## config.mk

```make
export PLATFORM = sky130hd
export DESIGN_NAME = ebp_isqrt
export DESIGN_NICKNAME = d
export VERILOG_FILES = /design/src/design/ebp_pkg.sv /design/src/design/ebp_isqrt.sv
export SDC_FILE = /design/constraint.sdc
export NUM_CORES = 1
export LEC_CHECK = 0
export ABC_AREA = 1
export BUFFER_PORTS_ARGS = -buffer_cell sky130_fd_sc_hd__buf_2
export CAP_MARGIN = 25
export CORE_MARGIN = 2
export CORE_UTILIZATION = 45
export CTS_CLUSTER_DIAMETER = 100
export CTS_CLUSTER_SIZE = 20
export DETAILED_ROUTE_END_ITERATION = 16
export GPL_TIMING_DRIVEN = 0
export SLEW_MARGIN = 30
export SYNTH_ARGS = -nofsm -noshare
export SYNTH_HDL_FRONTEND = slang
export SYNTH_SLANG_ARGS = --single-unit
```

## constraint.sdc

```tcl
create_clock -name clock -period 5.3 [get_ports clock]
set_clock_uncertainty 0.05 [all_clocks]
set_input_delay 0.53 -clock clock [delete_from_list [all_inputs] [get_ports clock]]
set_output_delay 0.53 -clock clock [all_outputs]
set_load 0.03 [all_outputs]
```

## src/design/ebp_pkg.sv

```systemverilog
// Shared types and constants of the embedding bag pooler.
// Used by ebp_divider, ebp_isqrt and embedding_bag_pooler; depends on nothing.
package ebp_pkg;

   // Input commands.
   localparam logic [1:0] CMD_WRITE = 2'd0;
   localparam logic [1:0] CMD_ADD   = 2'd1;
   localparam logic [1:0] CMD_END   = 2'd2;

   // Result status codes.
   localparam logic [1:0] STATUS_OK    = 2'd0;
   localparam logic [1:0] STATUS_RANGE = 2'd1;
   localparam logic [1:0] STATUS_EMPTY = 2'd2;

   // Register indexes (byte address is 4 times the index).
   localparam logic [2:0] REG_DIM_IN_USE   = 3'd0;
   localparam logic [2:0] REG_VOCAB_IN_USE = 3'd1;
   localparam logic [2:0] REG_UNKNOWN_ID   = 3'd2;
   localparam logic [2:0] REG_DROP_UNKNOWN = 3'd3;
   localparam logic [2:0] REG_EMPTY_RAISE  = 3'd4;
   localparam logic [2:0] REG_NORMALIZE_L2 = 3'd5;

   localparam logic [5:0]  RESET_DIM_IN_USE   = 6'd32;
   localparam logic [12:0] RESET_VOCAB_IN_USE = 13'd4096;

   // Widths of the arithmetic units.
   localparam int DIV_NUM_W  = 41;
   localparam int DIV_DEN_W  = 32;
   localparam int SQRT_W     = 64;
   localparam int ROOT_W     = 32;
   localparam int VOCAB_CMP_W = 17;

   typedef struct packed {
      logic [1:0]         command;
      logic [15:0]        token_id;
      logic [11:0]        table_row;
      logic [4:0]         table_column;
      logic signed [15:0] entry_value;
   } ebp_req_type;

   typedef struct packed {
      logic [1:0]         status;
      logic [4:0]         element_index;
      logic signed [15:0] element_value;
      logic [15:0]        token_count;
      logic [15:0]        unknown_count;
      logic               last;
   } ebp_rsp_type;

   typedef struct packed {
      logic                 start;
      logic [DIV_NUM_W-1:0] dividend;
      logic [DIV_DEN_W-1:0] divisor;
   } div_req_type;

   typedef struct packed {
      logic                 busy;
      logic                 done;
      logic [DIV_NUM_W-1:0] quotient;
   } div_rsp_type;

   typedef struct packed {
      logic              start;
      logic [SQRT_W-1:0] value;
   } sqrt_req_type;

   typedef struct packed {
      logic              busy;
      logic              done;
      logic [ROOT_W-1:0] root;
   } sqrt_rsp_type;

endpackage

```

## src/design/ebp_isqrt.sv

```systemverilog
// Integer square root, digit by digit, one result bit per cycle.
// Depends on ebp_pkg for its request and response types.
module ebp_isqrt (
   input  logic                  clock,
   input  logic                  reset,
   input  ebp_pkg::sqrt_req_type sqrt_req,
   output ebp_pkg::sqrt_rsp_type sqrt_rsp
);
   localparam int SW = ebp_pkg::SQRT_W;

   logic          busy_ff, busy_in;
   logic          done_ff, done_in;
   logic [SW-1:0] s_ff, s_in;
   logic [SW-1:0] res_ff, res_in;
   logic [SW-1:0] bit_ff, bit_in;
   logic [SW-1:0] trial;

   always_comb begin
      trial   = res_ff + bit_ff;
      busy_in = busy_ff;
      done_in = 1'b0;
      s_in    = s_ff;
      res_in  = res_ff;
      bit_in  = bit_ff;
      if (sqrt_req.start) begin
         busy_in = 1'b1;
         s_in    = sqrt_req.value;
         res_in  = '0;
         bit_in  = {2'b01, {(SW - 2){1'b0}}};
      end else if (busy_ff) begin
         if (s_ff >= trial) begin
            s_in   = s_ff - trial;
            res_in = (res_ff >> 1) + bit_ff;
         end else begin
            res_in = res_ff >> 1;
         end
         bit_in = bit_ff >> 2;
         if (bit_ff == SW'(1)) begin
            busy_in = 1'b0;
            done_in = 1'b1;
         end
      end
   end

   always_ff @(posedge clock) begin
      if (reset) begin
         busy_ff <= 1'b0;
         done_ff <= 1'b0;
      end else begin
         busy_ff <= busy_in;
         done_ff <= done_in;
      end
      s_ff   <= s_in;
      res_ff <= res_in;
      bit_ff <= bit_in;
   end

   assign sqrt_rsp.busy = busy_ff;
   assign sqrt_rsp.done = done_ff;
   assign sqrt_rsp.root = res_ff[ebp_pkg::ROOT_W-1:0];

endmodule
```

[Yosys cells after proc, flatten, opt, wreduce, memory -nomap -nowiden]
Index checks and enable logic that the tools add are counted.
Storage, ports and cells
  bits of input ports: 67
  bits in registers: 162
  output and inout bits: 34
Cells by class
  add/subtract/negate cells: 3
  $lt $le $gt $ge: 1
  equal/unequal tests: 1
  bitwise operators: 1
  mux-type cells: 8
  reduce and logical (&&, ||, !) cells: 4
Operators with widths (number)
  64-bit 2-to-1 mux: 4
  63-bit by 63-bit adder with 64-bit output: 1
  64-bit by 63-bit adder with 64-bit output: 1
  64-bit >= comparator: 1
  64-bit subtractor: 1
  32-bit by 1-bit equality test with 1-bit output, second input constant: 1
  1-bit 2-to-1 mux: 4
  2-bit nonzero test: 2
  3-bit OR reduction: 1
  2-bit AND reduction: 1
  1-bit NOT: 1

[Logic depth before layout (Yosys ltp)]
  depth in word-level cells: 5
  depth in mapped cells: 28
  depth with buffers taken out: 28

[Least setup slack after synthesis]
No wires, ideal clock.
  path type: register -> register
  start point: register res_ff[6]
  end point: register s_ff[0] (enable)
  data required time: 4.826 ns
  path buffers: 1
  library setup time: 0.424 ns
  stages on the path, launching flop included: 26
  slack: 0.269 ns
  data arrival time: 4.557 ns
  cells stage by stage: dfxtp_1 -> ha_1 -> nand2_1 -> o21ai_0 -> inv_1 -> nand2_1 -> nand2_1 -> nand2_1 -> nand2_1 -> nand2_1 -> nand2_1 -> nand2_1 -> a21oi_1 -> xor2_1 -> ha_1 -> nand2_1 -> nor2_2 -> inv_2 -> nor2_2 -> nand2_1 -> nor3_4 -> nand2_4 -> nand2_8 -> nand2_4 -> buf_6 -> nand2_1
On the way
  word-level cells in the longest chain between the ends: 4
Ends and longest elaborated chain
  start: declaration: RTL line ebp_isqrt.sv:14  | logic [SW-1:0] res_ff, res_in;
  start signal: assignment: RTL line ebp_isqrt.sv:54  | res_ff <= res_in;
  64-bit by 63-bit adder with 64-bit output: RTL line ebp_isqrt.sv:19  | trial = res_ff + bit_ff;
  64-bit >= comparator: RTL line ebp_isqrt.sv:31  | if (s_ff >= trial) begin
  2-bit nonzero test (no line)
  2-bit AND reduction (no line)
  end signal: assignment: RTL line ebp_isqrt.sv:53  | s_ff <= s_in;
  end: declaration: RTL line ebp_isqrt.sv:13  | logic [SW-1:0] s_ff, s_in;
No other way between the ends.
A chain may end at the register's enable or synchronous reset.

[Worst setup path after layout]
  start point: register bit_ff[6]
  end point: register s_ff[32] (enable)
On the way
  word-level cells in the longest chain between the ends: 4
Ends and longest elaborated chain
  start: declaration: RTL line ebp_isqrt.sv:15  | logic [SW-1:0] bit_ff, bit_in;
  start signal: assignment: RTL line ebp_isqrt.sv:55  | bit_ff <= bit_in;
  64-bit by 63-bit adder with 64-bit output: RTL line ebp_isqrt.sv:19
  64-bit >= comparator: RTL line ebp_isqrt.sv:31
  2-bit nonzero test (no line)
  2-bit AND reduction (no line)
No other way between the ends.

==> out/metrics.cfg <==
[die]
dieArea_sq_um=46250
die_h_um=215.1
start_util=0.4543
die_width_um=215.1
coreArea_sq_um=44120
ios=101
fp-row-count=77

[finish]
layout-drive-gt1-share=0.07768
syn_to_final_growth_pct=10.19
fin_nets=3867
final_area_sq_um=22090
antenna_cells=0
post-route-util=0.5006
fillers=4831

[clocking]
ctsHtreeMaxLevel=4
numCtsBuffers=17
cts_buffer_depth=2
root_buffer=clkbuf_16
cts_tree=built
path_clk_slew_ps=70
clock-sinks=162
worstSkewPairLatency_ps=480
postCtsHoldBufs=0

[synthesis]
yosysMostFrequentCell=nand2_1
syn_area_per_cell_sq_um=5.663
synth.distinct_cells=50
yosys_warnings=0
synthTopCellsByCount=nand2_1, inv_1, nor2_1
async_flop_share=0
synth_ff_type=dfxtp_1
ys_seq_elements=162
synth_sequential_area_ratio=0.1937
synth_edf_count=64
netlist_area_sq_um=20050
synth_area_leader_cell=nand2_1
synth.area.top_cells=nand2_1, dfxtp_1, edfxtp_1
postSynthCellCount=3540
syn-num-nets=3738
netlist.area_leader.share=0.2239

[worst_setup_path]
r2r_end=s_ff[32]$_DFFE_PP_
crit_type=flop to flop
cp.arrival_ps=5290
cp-end-kind=flop
r2r-start=bit_ff[6]$_SDFFE_PP0P_
start_kind=flop
worst_r2r_path_depth=24
rrSetupSlack_ps=190
critPathMaxFanout=23
required_ps=5480

[hold_path]
whs_path_depth=2
whs_endpoint=busy_ff$_SDFF_PP0_
hp-class=primary input to flop
worstHoldStart=reset

[routing]
num_vias=23780
drc=0
final_antenna_net_count=0
drtPass1Iterations=6
wl_per_cell_um=20.77
drtIter0Drc=2376
wl_um=88760
via_per_inst=5.563

[pwr]
powerDensity_nw_per_um2=530.5
max-vdd-ir-drop_v=0.0002935
finalPower_uw=11720
leakagePower_uw=0.01016

[grt]
grt_overflow_total=0
first_global_vias=22690
grt_max_degree=44
antenna_found_initial=1
track_usage=0.3732
grt_pass1_wl_um=129500

[place]
place_area_sq_um=21320
place_congestion=0.9932
io_buffer_count=99
dp_hpwl_um=74050

[timing]
timing.final.hold_violations=0
maxSlewViolCount=0
hold_ws_ps=186.1
worstMarginPinSlew_ps=1006
fmax_mhz=195.7
period_minus_slack_ps=5111
setup_total_negative_slack_ps=0
rsz0062_at_grt=false
relSlewSlack=0.3290
setup-violations-final=0
post-route-period-util=0.9643

[run_status]
status=finished, final reports clean

[run]
maxCapViolations=0

-- critical path: stages, from the launching register on --
cell and delay, ps:
dfxtp_1 390, ha_1 410, nand2_1 90, o21ai_0 260, nor2_1 80, nand2_1 60, o21ai_0 170, o21ai_2 310
nand2_1 120, nand2_1 200, nand3_1 100, nand2_1 160, xor2_2 240, ha_1 340, a21oi_1 210, o21ai_0 170
a21oi_2 210, nand2_1 110, a21oi_4 150, buf_12 140, nand2_8 90, nand2_4 100, buf_6 200, nand2_8 180
clkbuf_16 280
-- sequential cells by signal, summed over array words and instances, names as in the netlist --
| signal | count |
|---|---|
| res_ff | 64 |
| done_ff | 1 |
| s_ff | 64 |
| busy_ff | 1 |
| bit_ff | 32 |
-- per-stage QoR --
step | setup slack [ps] | instances
global placement | -2165 | 4231
floorplan | 269.4 | 3540
detailed placement | -284.2 | 4232
global route | 25.04 | 4274
CTS | 29.27 | 4266
finish | 189.1 | 4274
-- cell families after synthesis --
| group | synth area share |
|---|---|
| compound gates | 0.1359 |
| xor+xnor | 0.04282 |
| fa+ha+maj | 0.08214 |
| buf+inv | 0.1281 |
| flops | 0.1937 |
| simple gates | 0.4174 |
-- metal layers --
metal,global-route usage,part of all wire,up-vias
li1,-,-,11560
met1,0.4396,0.39,10820
met2,0.6433,0.47,1135
met3,0.04076,0.071,258
met4,0.2455,0.072,4
met5,0,0.00032,-
-- cell type report --
class / count / area [sq um] / share of cell area
flip-flops and latches: 162 / 3886 / 0.1759
repair buffers: 110 / 628.1 / 0.02843
inverters: 505 / 1896 / 0.08581
plain buffers: 114 / 675.6 / 0.03059
clock inverters: 12 / 92.59 / 0.004191
well taps: 592 / 740.7 / 0.03353
clock buffers: 20 / 456.7 / 0.02067
multi-input cells: 2759 / 13710 / 0.6208
-- how the worst max path moves through the flow --
| stage | start | end | cells past startpoint |
|---|---|---|---|
| detailed placement | bit_ff[10]$_SDFFE_PP0P_ | s_ff[8]$_DFFE_PP_ | 23 |
| CTS | res_ff[6]$_SDFFE_PP0P_ | s_ff[0]$_DFFE_PP_ | 24 |
| global placement | bit_ff[10]$_SDFFE_PP0P_ | s_ff[5]$_DFFE_PP_ | 22 |
| floorplan | res_ff[6]$_SDFFE_PP0P_ | s_ff[0]$_DFFE_PP_ | 25 |
| finish | bit_ff[6]$_SDFFE_PP0P_ | s_ff[32]$_DFFE_PP_ | 24 |
| global route | res_ff[12]$_SDFFE_PP0P_ | s_ff[38]$_DFFE_PP_ | 26 |
-- power by group --
group	leakage (uW)	internal [uW]	switching, uW	total (uW)
Clock	0.000274	632	606	1240
Combinational	0.00845	2730	5520	8250
Sequential	0.00144	1820	415	2230
-- cells in the final DEF, fill, tap and decap left out, types with 4 or more instances in the layout --
master / count
clkbuf_1: 28
buf_4: 52
nand3b_1: 30
xor2_2: 6
xnor2_1: 50
a21o_1: 11
inv_6: 4
dlygate4sd1_1: 4
buf_1: 4
nor2_1: 384
nand2_2: 6
o21bai_1: 25
nand2_1: 1191
dfxtp_1: 96
clkbuf_16: 18
xor2_1: 42
nand4_1: 37
nand3_1: 283
nor3_1: 45
nor2_2: 8
ha_1: 127
o21ai_2: 6
o21ai_0: 158
a31oi_1: 12
a21oi_1: 247
inv_1: 500
a21oi_2: 4
o211ai_1: 6
and2_1: 4
inv_2: 4
nor4_1: 10
or2_2: 18
a211oi_1: 6
edfxtp_1: 64
buf_2: 128
o21ai_1: 19
-- repair_timing --
| item | in CTS | in global routing |
|---|---|---|
| gates cloned | 0 | 1 |
| resized for setup | 5 | 28 |
| pin swaps | 0 | 5 |
| setup endpoints to repair | 64 | 90 |
| setup buffers | 2 | 7 |
(Power assumes the default switching activity.)
