<file path="src/design/ebp_pkg.sv">
// Shared types and constants of the embedding bag pooler.
// Used by ebp_divider, ebp_isqrt and embedding_bag_pooler; depends on nothing.
package ebp_pkg;

   // Input commands.
   localparam logic [1:0] CMD_WRITE = 2'd0;
   localparam logic [1:0] CMD_ADD   = 2'd1;
   localparam logic [1:0] CMD_END   = 2'd2;

   // Result status codes.
   localparam logic [1:0] STATUS_OK    = 2'd0;
   localparam logic [1:0] STATUS_RANGE = 2'd1;
   localparam logic [1:0] STATUS_EMPTY = 2'd2;

   // Register indexes (byte address is 4 times the index).
   localparam logic [2:0] REG_DIM_IN_USE   = 3'd0;
   localparam logic [2:0] REG_VOCAB_IN_USE = 3'd1;
   localparam logic [2:0] REG_UNKNOWN_ID   = 3'd2;
   localparam logic [2:0] REG_DROP_UNKNOWN = 3'd3;
   localparam logic [2:0] REG_EMPTY_RAISE  = 3'd4;
   localparam logic [2:0] REG_NORMALIZE_L2 = 3'd5;

   localparam logic [5:0]  RESET_DIM_IN_USE   = 6'd32;
   localparam logic [12:0] RESET_VOCAB_IN_USE = 13'd4096;

   // Widths of the arithmetic units.
   localparam int DIV_NUM_W  = 41;
   localparam int DIV_DEN_W  = 32;
   localparam int SQRT_W     = 64;
   localparam int ROOT_W     = 32;
   localparam int VOCAB_CMP_W = 17;

   typedef struct packed {
      logic [1:0]         command;
      logic [15:0]        token_id;
      logic [11:0]        table_row;
      logic [4:0]         table_column;
      logic signed [15:0] entry_value;
   } ebp_req_type;

   typedef struct packed {
      logic [1:0]         status;
      logic [4:0]         element_index;
      logic signed [15:0] element_value;
      logic [15:0]        token_count;
      logic [15:0]        unknown_count;
      logic               last;
   } ebp_rsp_type;

   typedef struct packed {
      logic                 start;
      logic [DIV_NUM_W-1:0] dividend;
      logic [DIV_DEN_W-1:0] divisor;
   } div_req_type;

   typedef struct packed {
      logic                 busy;
      logic                 done;
      logic [DIV_NUM_W-1:0] quotient;
   } div_rsp_type;

   typedef struct packed {
      logic              start;
      logic [SQRT_W-1:0] value;
   } sqrt_req_type;

   typedef struct packed {
      logic              busy;
      logic              done;
      logic [ROOT_W-1:0] root;
   } sqrt_rsp_type;

endpackage

</file>
<file path="src/design/ebp_divider.sv">
// Restoring unsigned divider, one quotient bit per cycle.
// Depends on ebp_pkg for its request and response types.
module ebp_divider (
   input  logic                 clock,
   input  logic                 reset,
   input  ebp_pkg::div_req_type div_req,
   output ebp_pkg::div_rsp_type div_rsp
);
   localparam int NW = ebp_pkg::DIV_NUM_W;
   localparam int DW = ebp_pkg::DIV_DEN_W;
   localparam int CW = $clog2(NW + 1);

   logic          busy_ff, busy_in;
   logic          done_ff, done_in;
   logic [CW-1:0] cnt_ff, cnt_in;
   logic [NW-1:0] num_ff, num_in;
   logic [DW-1:0] rem_ff, rem_in;
   logic [DW-1:0] den_ff, den_in;
   logic [DW:0]   trial;
   logic [DW:0]   diff;
   logic          ge;

   always_comb begin
      trial   = {rem_ff, num_ff[NW-1]};
      diff    = trial - {1'b0, den_ff};
      ge      = trial >= {1'b0, den_ff};
      busy_in = busy_ff;
      done_in = 1'b0;
      cnt_in  = cnt_ff;
      num_in  = num_ff;
      rem_in  = rem_ff;
      den_in  = den_ff;
      if (div_req.start) begin
         busy_in = 1'b1;
         cnt_in  = '0;
         num_in  = div_req.dividend;
         rem_in  = '0;
         den_in  = div_req.divisor;
      end else if (busy_ff) begin
         // The quotient bits shift into the dividend register from the bottom.
         rem_in = ge ? diff[DW-1:0] : trial[DW-1:0];
         num_in = {num_ff[NW-2:0], ge};
         cnt_in = CW'(cnt_ff + 1'b1);
         if (cnt_ff == CW'(NW - 1)) begin
            busy_in = 1'b0;
            done_in = 1'b1;
         end
      end
   end

   always_ff @(posedge clock) begin
      if (reset) begin
         busy_ff <= 1'b0;
         done_ff <= 1'b0;
         cnt_ff  <= '0;
      end else begin
         busy_ff <= busy_in;
         done_ff <= done_in;
         cnt_ff  <= cnt_in;
      end
      num_ff <= num_in;
      rem_ff <= rem_in;
      den_ff <= den_in;
   end

   assign div_rsp.busy     = busy_ff;
   assign div_rsp.done     = done_ff;
   assign div_rsp.quotient = num_ff;

endmodule

</file>
<file path="config.mk">
export PLATFORM = sky130hd
export DESIGN_NAME = ebp_divider
export DESIGN_NICKNAME = d
export VERILOG_FILES = /design/src/design/ebp_pkg.sv /design/src/design/ebp_divider.sv
export SDC_FILE = /design/constraint.sdc
export NUM_CORES = 1
export LEC_CHECK = 0
export ABC_AREA = 1
export BUFFER_PORTS_ARGS = -buffer_cell sky130_fd_sc_hd__buf_2
export CORE_UTILIZATION = 50
export CTS_BUF_LIST = sky130_fd_sc_hd__clkbuf_8 sky130_fd_sc_hd__clkbuf_16
export DETAILED_ROUTE_END_ITERATION = 6
export MAX_ROUTING_LAYER = met4
export PLACE_DENSITY = 0.74
export SYNTH_ARGS = -nofsm -noshare
export SYNTH_HDL_FRONTEND = slang
export SYNTH_SLANG_ARGS = --single-unit
export TNS_END_PERCENT = 5
</file>
<file path="constraint.sdc">
create_clock -name clock -period 2.94 [get_ports clock]
set_clock_uncertainty 0.15 [all_clocks]
set_input_delay 0.441 -clock clock [delete_from_list [all_inputs] [get_ports clock]]
set_output_delay 0.441 -clock clock [all_outputs]
set_load 0.05 [all_outputs]
</file>
Word-level counts from Yosys, hierarchy flattened
Cells that the tools add are included.

storage, ports and cells
  flip-flop bits (word level) = 113
  input bits = 76
  output and inout port bits = 43
  word-level logic and storage cells = 21

operators by class
  add/subtract/negate cells = 2
  order comparisons = 1
  equal/unequal tests = 1
  mux-type cells = 7
  bitwise gates (word level) = 1
  reduce and logical (&&, ||, !) cells = 3

operators by type and width
  kind                   count
  $mux W41               2
  $ge A33 B32 Y1         1
  $mux W32               1
  $sub A32 B32 Y32       1
  $add A6 B1 Y6 const B  1
  $eq A6 B6 Y1 const B   1
  $mux W1                4
  $reduce_or A3 Y1       1
  $reduce_bool A2 Y1     1
  $reduce_or A2 Y1       1
  $not A1 Y1             1

Longest topological paths before layout
Gate-level depths: netlist of run 1.

  depth after elaboration = 4
  gate-level depth with buffers = 16
  gate-level depth less buffers = 16

Worst setup path before layout of run 1
Ideal clock, no wire load.

  kind = input -> register
  start point = in div_req[73] (netlist bit)
  end point = reg num_ff[0], enable pin
  library setup time = 0.423 ns
  arrival = 2.309 ns
  required time = 2.367 ns
  path slack = 0.058 ns
  stages on the path = 4
  path buffers = 2
  path through = clkbuf_1 -> nor2_1 -> inv_2 -> buf_1

between the ends
  word-level cells in the longest chain between the ends = 1

ends and longest elaborated chain
  item                          RTL line           text
  start: declaration            ebp_divider.sv:6   input ebp_pkg::div_req_type div_req,
  $reduce_bool A2 Y1 (no line)  --
  end signal: assignment        ebp_divider.sv:61  num_ff <= num_in;
  end: declaration              ebp_divider.sv:16  logic [NW-1:0] num_ff, num_in;

No other way between the ends.
A chain may end at the register's enable or synchronous reset.

Worst setup path in the final report of run 1
  start point = reg den_ff[19]
  end point = reg rem_ff[7]

between the ends
  word-level cells in the longest chain between the ends = 2

ends and longest elaborated chain
  item                      RTL line           text
  start: declaration        ebp_divider.sv:18  logic [DW-1:0] den_ff, den_in;
  start signal: assignment  ebp_divider.sv:63  den_ff <= den_in;
  $ge A33 B32 Y1            ebp_divider.sv:26  ge = trial >= {1'b0, den_ff};
  $mux W32                  ebp_divider.sv:41  rem_in = ge ? diff[DW-1:0] : trial[DW-1:0];
  end signal: assignment    ebp_divider.sv:62  rem_ff <= rem_in;
  end: declaration          ebp_divider.sv:17  logic [DW-1:0] rem_ff, rem_in;

No other way between the ends.

==> results of run 1 <==
-- state kept, by name, indices dropped and copies added, names as in the netlist --
name	flops
busy_ff	1
cnt_ff	6
den_ff	32
done_ff	1
num_ff	41
rem_ff	32
-- metal layers --
metal,track usage (%),part of all wire (%),vias to the layer above
met2,42.8,47,228
met1,33.2,44,2999
met3,5.52,6.9,31
li1,-,-,3401
met4,10.1,1.9,0
met5,-,0,-
-- cells by family after synthesis --
kind of cell | Yosys count | synth area share, %
AOI/OAI and AO/OA | 49 | 3.66
buffers and inverters | 207 | 11.6
and+or+nand+nor | 597 | 35.4
DFF | 113 | 41.4
adders and majority gates | 35 | 6.17
xor gates and xnor gates | 14 | 1.70
-- layout make-up --
class | count | area (um2) | area share, %
inverter | 182 | 683 | 8.01
timing repair buffer | 127 | 683 | 8.01
clock buffer | 17 | 425 | 4.99
sequential | 113 | 2990 | 35.1
multi-input combinational | 695 | 3390 | 39.8
clock inverter | 15 | 123 | 1.44
tap | 180 | 225 | 2.64
-- cell usage in the layout, fill, tap and decap left out --
master / instances
nand2_1: 415
inv_1: 175
buf_2: 118
nand3_1: 81
edfxtp_1: 73
dfxtp_1: 40
nor2_1: 36
ha_1: 34
a21oi_1: 22
nand3b_1: 19
clkbuf_16: 17
o21ai_1: 14
nor3_1: 13
xnor2_1: 13
nor2_2: 11
nand2_2: 8
inv_2: 8
buf_4: 7
o21ai_0: 6
nand4_1: 4
clkinv_4: 4
o21ai_2: 3
clkinvlp_4: 3
clkinv_2: 3
and2_1: 2
clkinv_1: 2
nand3_2: 2
a31oi_1: 2
o21bai_1: 2
buf_12: 2
nor2_8: 1
nor2_4: 1
nor3_2: 1
nand2_4: 1
nand2_8: 1
xor2_1: 1
and3_1: 1
fa_1: 1
inv_6: 1
bufinv_16: 1
-- path summary, 6_finish.rpt --
kind	startpoint	to	slack (ps)
worst max-delay path	den_ff[19]$_DFFE_PP_	rem_ff[7]$_SDFFE_PP0P_	410
worst min-delay path	div_req[29]	den_ff[29]$_DFFE_PP_	40
worst max register to register	den_ff[19]$_DFFE_PP_	rem_ff[7]$_SDFFE_PP0P_	410
worst min register to register	cnt_ff[5]$_SDFFE_PP0P_	cnt_ff[5]$_SDFFE_PP0P_	320
-- per-stage QoR --
stage               total power [mW]  util (%)  setup slack [ps]
floorplan                       2.37         -              58.2
global placement                2.56      57.0               496
detailed placement              2.57      57.0               485
CTS                             4.50      60.9               469
global route                    4.62      60.9               203
finish                          4.47      60.9               409
-- power by group --
| part | leakage, nW | switching, mW | internal [mW] | total [mW] |
|---|---|---|---|---|
| Clock | 0.269 | 0.775 | 1.15 | 1.92 |
| Sequential | 1.06 | 0.0493 | 1.81 | 1.86 |
| Combinational | 3.24 | 0.495 | 0.189 | 0.684 |
| Total | 4.57 | 1.32 | 3.15 | 4.47 |
==> impl_metrics.env, run 1 <==
export IMPL_status="finished, final reports clean"
export IMPL_dr_total_vias=6659
export IMPL_cp_data_arrival_time_ps=2680
export IMPL_die_h_um=122
export IMPL_ctsHoldBuffers=0
export IMPL_cts_tree="built"
export IMPL_fin_crit_ps=2530
export IMPL_die_w_um=122
export IMPL_cts_resized=0
export IMPL_drc=0
export IMPL_syn_nets=1126
export IMPL_grt_usage_pct=26.7
export IMPL_wirelength_mm=18.4
export IMPL_finalNetCount=1247
export IMPL_stdcell_count=1329
export IMPL_clockRootBuffer="clkbuf_16"
export IMPL_fin_tns_setup_ps=0
export IMPL_stdcell_area_um2=8530
export IMPL_rows=43
export IMPL_relSlewSlack_pct=62.8
export IMPL_synth_most_common_cell="nand2_1"
export IMPL_pwr_density_cell_nw_per_um2=524
export IMPL_drv_slew=0
export IMPL_crit_buf_inv=1
export IMPL_clk_pin_slew_ps=60
export IMPL_cts_path_max_buffers=2
export IMPL_ys_types=36
export IMPL_insertion_delay_ps=420
export IMPL_cp_start_kind="register"
export IMPL_hold_viol_final=0
export IMPL_dp_cells=1297
export IMPL_drive_gt1_share_pct=16.8
export IMPL_slowest_delay_ps=400
export IMPL_fmax_mhz=395
export IMPL_cts_setup_buffers=0
export IMPL_postRouteAntennaNets=0
export IMPL_cp_cell_sequence="inv_1, ha_1, nand2_2, nor2_2, nand2_1, nor3_2, nand2_4, nand2_8, nand2_1, nand3_1, o21ai_1"
export IMPL_numCtsBuffers=17
export IMPL_finalCritPeriodShare_pct=86.1
export IMPL_dpl_cell_area_um2=7980
export IMPL_cp_depth=11
export IMPL_critPathTopFamily="simple AND/OR/NAND/NOR gates"
export IMPL_async_flop_share_pct=0
export IMPL_synth_top_area_share_pct=30.4
export IMPL_via_per_inst=5.01
export IMPL_max_cap_violations=0
export IMPL_synthTopCellsByCount="nand2_1, inv_1, nand3_1"
export IMPL_drtPass1Iterations=5
export IMPL_worst_slew_pin_slew_ps=557
export IMPL_htree_levels=4
export IMPL_reg2reg_depth=11
export IMPL_crit_type="reg -> reg"
export IMPL_gr_total_overflow=0
export IMPL_cp_common_cell="nand2_1"
export IMPL_crit_fanout=32
export IMPL_avgRoutedWirePerCell_um=13.8
export IMPL_die_area_um2=14900
export IMPL_synthCells=1015
export IMPL_synth_seq_area_share_pct=41.4
export IMPL_total_leakage_power_nw=4.57
export IMPL_antenna_found_initial=0
export IMPL_rsz0062_at_grt="no"
export IMPL_dp_hpwl_mm=13.5
export IMPL_io_pins=119
export IMPL_final_fill_count=1290
export IMPL_gp_congestion=0.988
export IMPL_coreArea_um2=14000
export IMPL_hold_path_cell_count=1
export IMPL_crit_slowest_cell="ha_1"
export IMPL_initial_core_util_pct=51.6
export IMPL_finalSetupViolations=0
export IMPL_grt_pass1_wl_mm=29.5
export IMPL_grt_max_degree=48
export IMPL_yosys_area_top_type="edfxtp_1"
export IMPL_ys_flop_type="edfxtp_1"
export IMPL_clock_sinks=113
export IMPL_cp_end_kind="register"
export IMPL_synth_area_um2=7220
export IMPL_synth_edff_count=73
export IMPL_crit_required_ps=3090
export IMPL_yosysWarnings=0
export IMPL_hold_path_class="in -> reg"
export IMPL_ys_seq_elements=113
export IMPL_dr_first_iter_drc_count=470
export IMPL_vdd_drop_max_mv=0.403
export IMPL_io_buffers=118
export IMPL_holdWs_ps=40.4
export IMPL_antennaDiodeCount=0
export IMPL_syn_to_final_growth_pct=18.1
export IMPL_synth_area_top_cells="edfxtp_1, nand2_1, dfxtp_1, inv_1, ha_1"
export IMPL_synth_avg_cell_area_um2=7.11
export IMPL_grt_pass1_vias=6279
Note: power is estimated with default switching activity, not from simulation.
==> run 2, diff against run 1 <==
--- a/config.mk
+++ b/config.mk
@@ -7,11 +7,14 @@
 export LEC_CHECK = 0
 export ABC_AREA = 1
 export BUFFER_PORTS_ARGS = -buffer_cell sky130_fd_sc_hd__buf_2
-export CORE_UTILIZATION = 50
+export CELL_PAD_IN_SITES_DETAIL_PLACEMENT = 2
+export CELL_PAD_IN_SITES_GLOBAL_PLACEMENT = 2
+export CORE_ASPECT_RATIO = 1.1
+export CORE_UTILIZATION = 32
 export CTS_BUF_LIST = sky130_fd_sc_hd__clkbuf_8 sky130_fd_sc_hd__clkbuf_16
 export DETAILED_ROUTE_END_ITERATION = 6
 export MAX_ROUTING_LAYER = met4
-export PLACE_DENSITY = 0.74
+export PLACE_DENSITY = 0.8
 export SYNTH_ARGS = -nofsm -noshare
 export SYNTH_HDL_FRONTEND = slang
 export SYNTH_SLANG_ARGS = --single-unit
==> constraint.sdc (replaced) <==
create_clock -name clock -period 2.84 [get_ports clock]
set_clock_uncertainty 0.15 [all_clocks]
set_input_delay 0.426 -clock clock [delete_from_list [all_inputs] [get_ports clock]]
set_output_delay 0.426 -clock clock [all_outputs]
set_load 0.05 [all_outputs]
==> run 2 against run 1 <==
  * Hold slack worse by 20 ps
  * Power rose by 14%
  * Global-route usage shrank 4.7 points
  * Fmax decreased by 0.86%
  * Final cell count increased by 8.9%
  * Non-clock buffer count rose by 3
  * Critical path depth grew 6
  * Routed wire length up 30%
  * Die area up 55%
  * Sequential power increased by 3%
  * Final area grew 3.0%
==> impl_metrics.env, run 2 (synthesized netlist as in run 1, its figures left out) <==
export IMPL_rows=57
export IMPL_cts_tree="built"
export IMPL_htree_levels=4
export IMPL_stdcell_area_um2=8780
export IMPL_timing_rr_start="den_ff[18]$_DFFE_PP_"
export IMPL_drv_slew=0
export IMPL_max_cap_violations=0
export IMPL_fin_tns_setup_ps=0
export IMPL_antennaDiodeCount=0
export IMPL_status="finished, final reports clean"
export IMPL_pwr_density_cell_nw_per_um2=578
export IMPL_dp_slack_ps=275
export IMPL_relSlewSlack_pct=68.5
export IMPL_grt_pass1_wl_mm=39.0
export IMPL_finalNetCount=1250
export IMPL_avgRoutedWirePerCell_um=16.5
export IMPL_hold_path_class="in -> reg"
export IMPL_clock_sinks=113
export IMPL_cts_path_max_buffers=2
export IMPL_finalSetupViolations=0
export IMPL_fin_util_pct=39.7
export IMPL_worst_slew_pin_slew_ps=471
export IMPL_r2r_setup_slack_ps=290
export IMPL_cts_setup_buffers=0
export IMPL_holdWs_ps=20.3
export IMPL_fmax_mhz=392
export IMPL_drive_gt1_share_pct=17.3
export IMPL_dp_hpwl_mm=18.2
export IMPL_grt_pass1_vias=7655
export IMPL_finalCritPeriodShare_pct=89.9
export IMPL_grt_max_degree=42
export IMPL_rsz0062_at_grt="no"
export IMPL_drc=0
export IMPL_worst_slack_ps=287
export IMPL_die_w_um=145
export IMPL_stdcell_count=1447
export IMPL_cp_end_kind="register"
export IMPL_wirelength_mm=23.8
export IMPL_setup_worst_path_start="den_ff[18]$_DFFE_PP_"
export IMPL_reg2reg_depth=17
export IMPL_final_fill_count=2703
export IMPL_cts_resized=0
export IMPL_die_h_um=160
export IMPL_r2r_end="rem_ff[27]$_SDFFE_PP0P_"
export IMPL_die_area_um2=23200
export IMPL_insertion_delay_ps=430
export IMPL_numCtsBuffers=17
export IMPL_antenna_found_initial=0
export IMPL_hold_viol_final=0
export IMPL_postRouteAntennaNets=0
export IMPL_io_pins=119
export IMPL_gp_congestion=0.817
export IMPL_io_buffers=118
export IMPL_reg_largest_list="num_ff: 41 flops, den_ff: 32 flops, rem_ff: 32 flops"
export IMPL_coreArea_um2=22100
export IMPL_total_leakage_power_nw=4.62
export IMPL_gr_total_overflow=0
export IMPL_dr_total_vias=6878
export IMPL_cp_data_arrival_time_ps=2720
export IMPL_crit_fanout=15
export IMPL_cp_start_kind="register"
export IMPL_final_common_cell="nand2_1"
export IMPL_largest_reg_flops=41
export IMPL_totalPowerFinal_mw=5.08
export IMPL_fin_crit_ps=2550
export IMPL_top_register="num_ff"
export IMPL_initial_core_util_pct=32.7
export IMPL_hold_path_startpoint="div_req[21]"
export IMPL_vdd_drop_max_mv=0.340
export IMPL_ctsHoldBuffers=0
export IMPL_clockRootBuffer="clkbuf_16"
export IMPL_dpl_cell_area_um2=8130
export IMPL_dp_cells=1415
export IMPL_drtPass1Iterations=5
export IMPL_syn_to_final_growth_pct=21.6
export IMPL_grt_usage_pct=22.1
export IMPL_crit_type="reg -> reg"
export IMPL_via_per_inst=4.75
export IMPL_worstSetupEndpoint="rem_ff[27]$_SDFFE_PP0P_"
export IMPL_clk_pin_slew_ps=60
export IMPL_final_cell_mix="nand2_1, inv_1, buf_2, nand3_1, edfxtp_1"
export IMPL_crit_required_ps=3010
export IMPL_dr_first_iter_drc_count=159
==> run 2: area by class of cell <==
cell class                      instances  area (um2)  share of cell area (%)
Clock buffer                           19         453                    5.16
Tap cell                              295         369                    4.20
Sequential cell                       113        2990                    34.1
Clock inverter                         13         198                    2.25
Multi-Input combinational cell        695        3390                    38.6
Inverter                              182         683                    7.78
Timing Repair Buffer                  130         693                    7.89
==> run 2: metal layers <==
| layer | track usage [%] | vias up | share of wire (%) |
|---|---|---|---|
| met5 | - | - | 0 |
| met4 | 6.36 | 0 | 1.3 |
| met3 | 5.39 | 25 | 4.9 |
| met2 | 39.0 | 135 | 50 |
| met1 | 24.6 | 3319 | 43 |
| li1 | - | 3399 | - |
==> run 2: worst max-delay path: stages, from the launching register on <==
cell	delay, ps
edfxtp_1	320
inv_1	40
ha_1	360
nand2_1	110
nand2_1	100
nand2_1	80
nand2_1	80
nand2_1	70
nand2_1	80
nand2_1	80
nand3_2	110
nor2_8	280
buf_4	270
nand3_1	90
nand2_1	70
inv_1	50
nand2_1	50
nand2_1	60
==> run 2: worst min path at each step <==
stage	to	slack, ps	cells after the start
2_1_floorplan	rem_ff[19]$_SDFFE_PP0P_	290	2
3_3_place_gp	cnt_ff[5]$_SDFFE_PP0P_	310	2
3_5_place_dp	rem_ff[22]$_SDFFE_PP0P_	320	2
4_1_cts	den_ff[21]$_DFFE_PP_	0.8	1
5_1_grt	den_ff[7]$_DFFE_PP_	3	1
6_report	den_ff[21]$_DFFE_PP_	20	1
==> run 2: report_power, final <==
group	switching (mW)	leakage (nW)	internal (mW)	total, mW
registers	0.0499	1.06	1.87	1.92
logic	0.540	3.25	0.197	0.737
clock network	0.886	0.315	1.53	2.42
total	1.48	4.62	3.60	5.08
